$ cat src/rtl/core/tncs_pkg.sv
// Shared types and constants for the telnet receive command stripper.
// Depends on nothing; imported by the parser, the core and the checker.
package tncs_pkg;

  localparam logic [7:0] CMD_IAC  = 8'd255;
  localparam logic [7:0] CMD_DONT = 8'd254;
  localparam logic [7:0] CMD_WILL = 8'd251;
  localparam logic [7:0] CMD_SB   = 8'd250;
  localparam logic [7:0] CMD_SE   = 8'd240;
  localparam logic [7:0] OPT_NAWS = 8'd31;
  localparam logic [7:0] LIT_FF   = 8'hff;
  localparam logic [7:0] CH_CR    = 8'd13;
  localparam logic [7:0] CH_LF    = 8'd10;
  localparam logic [7:0] CH_NUL   = 8'd0;

  localparam logic [2:0] SUBNEG_MAX  = 3'd7;
  localparam logic [2:0] SUBNEG_NAWS = 3'd5;  // option byte plus four value bytes

  localparam logic KIND_DATA = 1'b0;
  localparam logic KIND_NAWS = 1'b1;

  localparam int RESULT_W = 40;  // tdata: data_byte, columns, rows

  typedef enum logic [5:0] {
    PH_TEXT   = 6'b000001,
    PH_CR     = 6'b000010,
    PH_IAC    = 6'b000100,
    PH_OPT    = 6'b001000,
    PH_SUB    = 6'b010000,
    PH_SUBIAC = 6'b100000
  } phase_t;

  // Up to two results per request; the second is always a data byte.
  typedef struct packed {
    logic        two;
    logic        r0_kind;
    logic [7:0]  r0_byte;
    logic [15:0] r0_cols;
    logic [15:0] r0_rows;
    logic [7:0]  r1_byte;
  } entry_t;

  typedef struct packed {
    logic [1:0] cnt;
    entry_t     entry;
  } step_t;

endpackage

$ cat src/rtl/core/telnet_receive_command_stripper_core.sv
// Telnet receive command stripper: strips commands, normalises line ends
// and reports NAWS window sizes. Each result is registered in the result
// queue before it shows on m_*. Throughput: one request per cycle while
// results drain; a request giving two results shows them one after the other.
// Reset (rst, synchronous, high) returns the parser to text and empties
// the two-entry result queue. Depends on tncs_pkg and tncs_parser.
module telnet_receive_command_stripper_core (
  input  logic                          clk,
  input  logic                          rst,
  input  logic                          s_tvalid,
  output logic                          s_tready,
  input  logic [7:0]                    s_tdata,   // [7:0] in_byte
  input  logic                          s_tlast,   // end_of_segment
  output logic                          m_tvalid,
  input  logic                          m_tready,
  output logic [tncs_pkg::RESULT_W-1:0] m_tdata,   // [7:0] data_byte, [23:8] columns,
                                                   // [39:24] rows
  output logic                          m_tuser,   // kind
  output logic                          m_tlast    // last result of its request
);
  import tncs_pkg::*;

  step_t  step;
  logic   take;

  // Result queue: one entry per request that gives results, holding all of them.
  entry_t     queue [2];
  logic       wr_ptr, rd_ptr;
  logic [1:0] count;
  logic       sub;          // which result of the head entry is shown
  entry_t     head;
  logic       push, pop_res, entry_done;

  // queue has room for a whole request as long as one slot is free
  assign s_tready = (count != 2'd2);
  assign take     = s_tvalid & s_tready;

  tncs_parser u_parser (
    .clk            (clk),
    .rst            (rst),
    .take           (take),
    .in_byte        (s_tdata),
    .end_of_segment (s_tlast),
    .step           (step)
  );

  assign push       = take & (step.cnt != 2'd0);
  assign head       = queue[rd_ptr];
  assign m_tvalid   = (count != 2'd0);
  assign pop_res    = m_tvalid & m_tready;
  assign entry_done = pop_res & (sub | ~head.two);

  // Output view of the head: second result is always a plain data byte.
  always_comb begin
    if (sub) begin
      m_tuser = KIND_DATA;
      m_tdata = {32'd0, head.r1_byte};
      m_tlast = 1'b1;
    end else begin
      m_tuser = head.r0_kind;
      m_tdata = {head.r0_rows, head.r0_cols, head.r0_byte};
      m_tlast = ~head.two;
    end
  end

  always_ff @(posedge clk) begin
    if (push) queue[wr_ptr] <= step.entry;
  end

  always_ff @(posedge clk) begin
    if (rst) begin
      wr_ptr <= 1'b0;
      rd_ptr <= 1'b0;
      count  <= '0;
      sub    <= 1'b0;
    end else begin
      if (push) wr_ptr <= ~wr_ptr;
      if (entry_done) rd_ptr <= ~rd_ptr;
      if (pop_res) sub <= ~entry_done;
      count <= count + {1'b0, push} - {1'b0, entry_done};
    end
  end

endmodule

$ cat src/rtl/core/tncs_parser.sv
// Telnet receive parser: phase register, subnegotiation holds and the
// single-pass next-state and result logic. Depends on tncs_pkg.
module tncs_parser (
  input  logic           clk,
  input  logic           rst,
  input  logic           take,
  input  logic [7:0]     in_byte,
  input  logic           end_of_segment,
  output tncs_pkg::step_t step
);
  import tncs_pkg::*;

  phase_t      phase, phase_next;
  logic [2:0]  subneg_count, subneg_count_next;
  logic [7:0]  subneg_option, subneg_option_next;
  logic [15:0] width_hold, width_hold_next;
  logic [15:0] height_hold, height_hold_next;

  logic        sub_take;  // byte goes into the subnegotiation holds
  logic        txt_take;  // byte handled as plain text
  logic        emit_lf0;  // LF for a CR ahead of the byte

  always_comb begin
    phase_next         = phase;
    subneg_count_next  = subneg_count;
    subneg_option_next = subneg_option;
    width_hold_next    = width_hold;
    height_hold_next   = height_hold;
    step               = '0;
    sub_take           = 1'b0;
    txt_take           = 1'b0;
    emit_lf0           = 1'b0;

    case (phase)
      PH_CR: begin
        if (in_byte == CH_NUL) begin
          phase_next = PH_TEXT;
          step.cnt = 2'd1;
          step.entry.r0_byte = CH_CR;
        end else if (in_byte == CH_LF) begin
          phase_next = PH_TEXT;
          step.cnt = 2'd1;
          step.entry.r0_byte = CH_LF;
        end else begin
          emit_lf0 = 1'b1;
          txt_take = 1'b1;
        end
      end
      PH_IAC: begin
        if (in_byte == CMD_IAC) begin
          phase_next = PH_TEXT;
          step.cnt = 2'd1;
          step.entry.r0_byte = LIT_FF;
        end else if (in_byte inside {[CMD_WILL:CMD_DONT]}) begin
          phase_next = PH_OPT;
        end else if (in_byte == CMD_SB) begin
          phase_next         = PH_SUB;
          subneg_count_next  = '0;
          subneg_option_next = '0;
          width_hold_next    = '0;
          height_hold_next   = '0;
        end else begin
          phase_next = PH_TEXT;
        end
      end
      PH_OPT: phase_next = PH_TEXT;
      PH_SUB: begin
        if (in_byte == CMD_IAC) phase_next = PH_SUBIAC;
        else sub_take = 1'b1;
      end
      PH_SUBIAC: begin
        if (in_byte == CMD_SE) begin
          phase_next = PH_TEXT;
          if (subneg_option == OPT_NAWS && subneg_count >= SUBNEG_NAWS) begin
            step.cnt = 2'd1;
            step.entry.r0_kind = KIND_NAWS;
            step.entry.r0_cols = width_hold;
            step.entry.r0_rows = height_hold;
          end
        end else begin
          phase_next = PH_SUB;
          sub_take = 1'b1;
        end
      end
      default: txt_take = 1'b1;
    endcase

    if (emit_lf0) begin
      step.cnt = 2'd1;
      step.entry.r0_byte = CH_LF;
    end

    if (txt_take) begin
      if (in_byte == CMD_IAC) begin
        phase_next = PH_IAC;
      end else if (in_byte == CH_CR) begin
        phase_next = PH_CR;
      end else begin
        phase_next = PH_TEXT;
        if (emit_lf0) begin
          step.cnt = 2'd2;
          step.entry.two = 1'b1;
          step.entry.r1_byte = in_byte;
        end else begin
          step.cnt = 2'd1;
          step.entry.r0_byte = in_byte;
        end
      end
    end

    if (sub_take) begin
      case (subneg_count)
        3'd0: subneg_option_next = in_byte;
        3'd1: width_hold_next[15:8] = in_byte;
        3'd2: width_hold_next[7:0] = in_byte;
        3'd3: height_hold_next[15:8] = in_byte;
        3'd4: height_hold_next[7:0] = in_byte;
        default: ;
      endcase
      if (subneg_count != SUBNEG_MAX) subneg_count_next = subneg_count + 3'd1;
    end

    // segment end: flush a pending CR, drop any unfinished command
    if (end_of_segment) begin
      if (phase_next == PH_CR) begin
        if (step.cnt == 2'd0) begin
          step.entry.r0_byte = CH_LF;
        end else begin
          step.entry.two = 1'b1;
          step.entry.r1_byte = CH_LF;
        end
        step.cnt = step.cnt + 2'd1;
      end
      phase_next = PH_TEXT;
    end
  end

  always_ff @(posedge clk) begin
    if (rst) begin
      phase         <= PH_TEXT;
      subneg_count  <= '0;
      subneg_option <= '0;
      width_hold    <= '0;
      height_hold   <= '0;
    end else if (take) begin
      phase         <= phase_next;
      subneg_count  <= subneg_count_next;
      subneg_option <= subneg_option_next;
      width_hold    <= width_hold_next;
      height_hold   <= height_hold_next;
    end
  end

endmodule

$ cat config.mk
export PLATFORM = sky130hd
export DESIGN_NAME = telnet_receive_command_stripper_core
export DESIGN_NICKNAME = d
export VERILOG_FILES = /design/src/rtl/core/tncs_pkg.sv /design/src/rtl/core/telnet_receive_command_stripper_core.sv /design/src/rtl/core/tncs_parser.sv
export SDC_FILE = /design/constraint.sdc
export NUM_CORES = 1
export LEC_CHECK = 0
export BUFFER_PORTS_ARGS = -buffer_cell sky130_fd_sc_hd__buf_2
export CORE_MARGIN = 4
export CORE_UTILIZATION = 50
export CTS_CLUSTER_SIZE = 25
export DETAILED_ROUTE_END_ITERATION = 10
export PLACE_DENSITY = 0.69
export SLEW_MARGIN = 20
export SYNTH_ARGS = -nofsm -noshare
export SYNTH_HDL_FRONTEND = slang
export SYNTH_SLANG_ARGS = --single-unit
$ cat constraint.sdc
create_clock -name clk -period 5.54 [get_ports clk]
set_clock_uncertainty 0.05 [all_clocks]
set_input_delay 0 -clock clk [delete_from_list [all_inputs] [get_ports clk]]
set_output_delay 0 -clock clk [all_outputs]
set_load 0.05 [all_outputs]
==> reports/metrics.cfg <==
[outcome]
status=complete, no violations

[sta]
post-route-period-util_pct=79.5
maxSlewViolCount=0
hold_ws_ns=0.0267
hold_viol_final=0
fin_tns_setup_ns=0
slew_headroom_pct=34.8
finalSetupViolations=0
max_freq_mhz=227
period_minus_slack_ns=4.40
rsz0062_at_grt=no
tightestPinTransition_ns=0.977

[final_layout]
fin_nets=640
antenna-diode-count=0
drive_gt1_share_pct=19.0
area_delta_synth_final_pct=16.0
mostFrequentLayoutCells=nor2_1, edfxtp_1, buf_2, dfxtp_1
layout_commonest_cell=nor2_1

[power_and_ir_drop]
power.switching_w=0.00119
ir_drop_mv=0.229
p_sw_share_pct=34.6
pwr-share-seq_pct=40.0
power_frac_clock_pct=33.0
p_int_w=0.00225
power_density_nw_per_um2=445
p_leak_nw=2.78
pwr-share-comb_pct=26.9

[placed_design]
gp_congestion=0.899
portBuffers=56
dp_hpwl_mm=8.88

[detailed_routing]
firstDrtPassIters=5
drc=0
drt_iter0_drc=427
vias=4459
avgViaCountPerCell=5.56
wl_mm=13.6
wire_per_inst_um=16.9
ant_nets=0

[critical_path]
reg2reg_from=u_parser.phase[1]
critPathSlowestCell=clkinv_1
r2r_setup_slack_ns=1.20
crit_path_max_incr_delay_ns=0.65
r2r-end=queue[0][39]
critPathLaunchType=input pin
cp_common_cell=nor2_1
worst-endpoint-required_ns=5.64
crit_path_end=queue[0][39]
cp_max_fo=22
crit_type=input pin to register
cp_cell_sequence=dlygate4sd3_1 -> buf_2 -> or4_4 -> nor4_2 -> nor2_1 -> a311o_1 -> and2_1 -> o21ai_0 -> ha_1 -> nor2_1 -> o2111ai_1 -> nand4_1 -> clkinv_1 -> buf_4
worstPathArrival_ns=4.50
reg2reg_depth=12
endpoint_kind=register
startpoint=s_tdata[4]

[synth]
synth_ff_type=edfxtp_1
yosys_warnings=0
netlist_area_sq_um=6660
synth_cell_types=58
async_flop_share_pct=0
yosysSeqAreaShare_pct=61.7
ys_seq_elements=155
netlist_instances=562
syn-mean-instance-area_sq_um=11.8
synth_fp_nets=585
synth_edf_count=100

[grt]
grt_max_degree=56
antenna_found_initial=0
grt-ovfl-total=0
grt_usage_pct=18.9
grt_pass1_vias=4342
grt_pass1_wl_mm=21.9

[cts]
cts.htree.levels=4
insertion_delay_ns=0.41
cts.clk_slew.worst_paths_ns=0.06
cts_tree=built
cts_root_buffer=clkbuf_16
cts-buffers-inserted=17
clockBufferDepth=2
clock_sinks=155
cts_resized=0

[die]
die_w_um=123
start_util_pct=51.9
design.die.area_sq_um=15200
rows=41
dieHeight_um=123
fp.coreArea_sq_um=12800
num_io_pins=57

[worst_hold_path]
hp-class=input pin to register

[job]
drv_cap=0

-- metal layers --
layer,vias to the layer above,GRT usage (%),share of wire [%]
li1,2148,-,-
met1,2156,24.0,44
met2,131,30.9,49
met3,24,4.44,4.4
met5,-,0,0
met4,0,8.24,2.4
-- synth_stat cells (3+ instances only) --
cell	number	area (sq um)
a21oi_1	9	45.0
a22oi_1	40	300
and2_1	40	250
buf_1	8	30.0
buf_2	3	15.0
clkbuf_1	20	75.1
dfxtp_1	55	1100
edfxtp_1	100	3000
ha_1	10	125
inv_1	10	37.5
mux2i_1	34	340
mux4_2	8	180
nand2_1	20	75.1
nand2b_1	5	31.3
nand3_1	12	60.1
nand4_1	3	18.8
nor2_1	110	413
nor3_1	5	25.0
nor4_1	5	31.3
o21ai_0	5	25.0
o21ai_1	5	25.0
or2_2	5	31.3
or3_1	3	18.8
xor2_1	4	35.0
-- final cells by class --
type / instances / area, sq um
multi-input combinational: 364 / 2380
clock inverter: 15 / 161
timing repair buffer: 69 / 393
tap: 172 / 215
fill: 1025 / 5100
inverter: 10 / 37.5
sequential: 155 / 4110
clock buffer: 17 / 425
-- worst min path at each step --
| stage | start | end | slack [ns] | cells after the start |
|---|---|---|---|---|
| global route | s_tdata[1] | u_parser.subneg_option[1] | 0.04 | 3 |
| CTS | s_tdata[1] | u_parser.width_hold[9] | 0.009 | 3 |
| global placement | m_tready | sub | 0.30 | 4 |
| finish | s_tdata[1] | u_parser.subneg_option[1] | 0.03 | 3 |
| detailed placement | m_tready | sub | 0.32 | 4 |
| floorplan | s_tlast | u_parser.phase[2] | 0.16 | 3 |
-- power groups by stage --
stage	combinational [W]	sequential (W)	clock [W]
after detailed placement	0.000935	0.00140	0
after global placement	0.000927	0.00140	0
after global routing	0.000983	0.00139	0.00120
after floorplan	0.000742	0.00140	0
after CTS	0.000941	0.00138	0.00115
final	0.000927	0.00138	0.00114
-- cells by family after synthesis --
| family | count (synthesis) | synth area share [%] |
|---|---|---|
| AOI/OAI and AO/OA | 79 | 8.46 |
| xor gates and xnor gates | 6 | 0.790 |
| adders and majority gates | 10 | 1.88 |
| buffers and inverters | 43 | 2.65 |
| DFF | 155 | 61.7 |
| muxes | 42 | 7.82 |
| and+or+nand+nor | 227 | 16.7 |
-- timing repair --
item,4_1_cts,5_1_grt
hold endpoints to repair,21,0
hold buffers,6,0
setup buffers,0,0
-- flip-flops by register name, summed over array words and instances, names as in the netlist, named ones only --
name	count
wr_ptr	1
u_parser.subneg_option	8
u_parser.phase	6
u_parser.subneg_count	3
u_parser.width_hold	16
u_parser.height_hold	16
queue	100
sub	1
rd_ptr	1
count	2
-- through the flow --
stage | util, % | power [W] | instances | cell area (sq um) | setup slack [ns]
final | 60.2 | 0.00344 | 802 | 7720 | 1.14
after global routing | 60.2 | 0.00357 | 802 | 7720 | 0.781
after CTS | 60.2 | 0.00347 | 802 | 7720 | 1.13
after global placement | 55.2 | 0.00232 | 764 | 7070 | 1.27
after detailed placement | 55.2 | 0.00234 | 764 | 7070 | 1.17
after floorplan | - | 0.00214 | 562 | 6660 | 0.538
-- critical path: cells and delay by family --
kind            cells  cell delay [ns]
simple gates        6             1.44
compound gates      3             0.86
fa+ha+maj           1             0.28
buf+inv             4             1.89
Note: power is estimated with default switching activity, not from simulation.
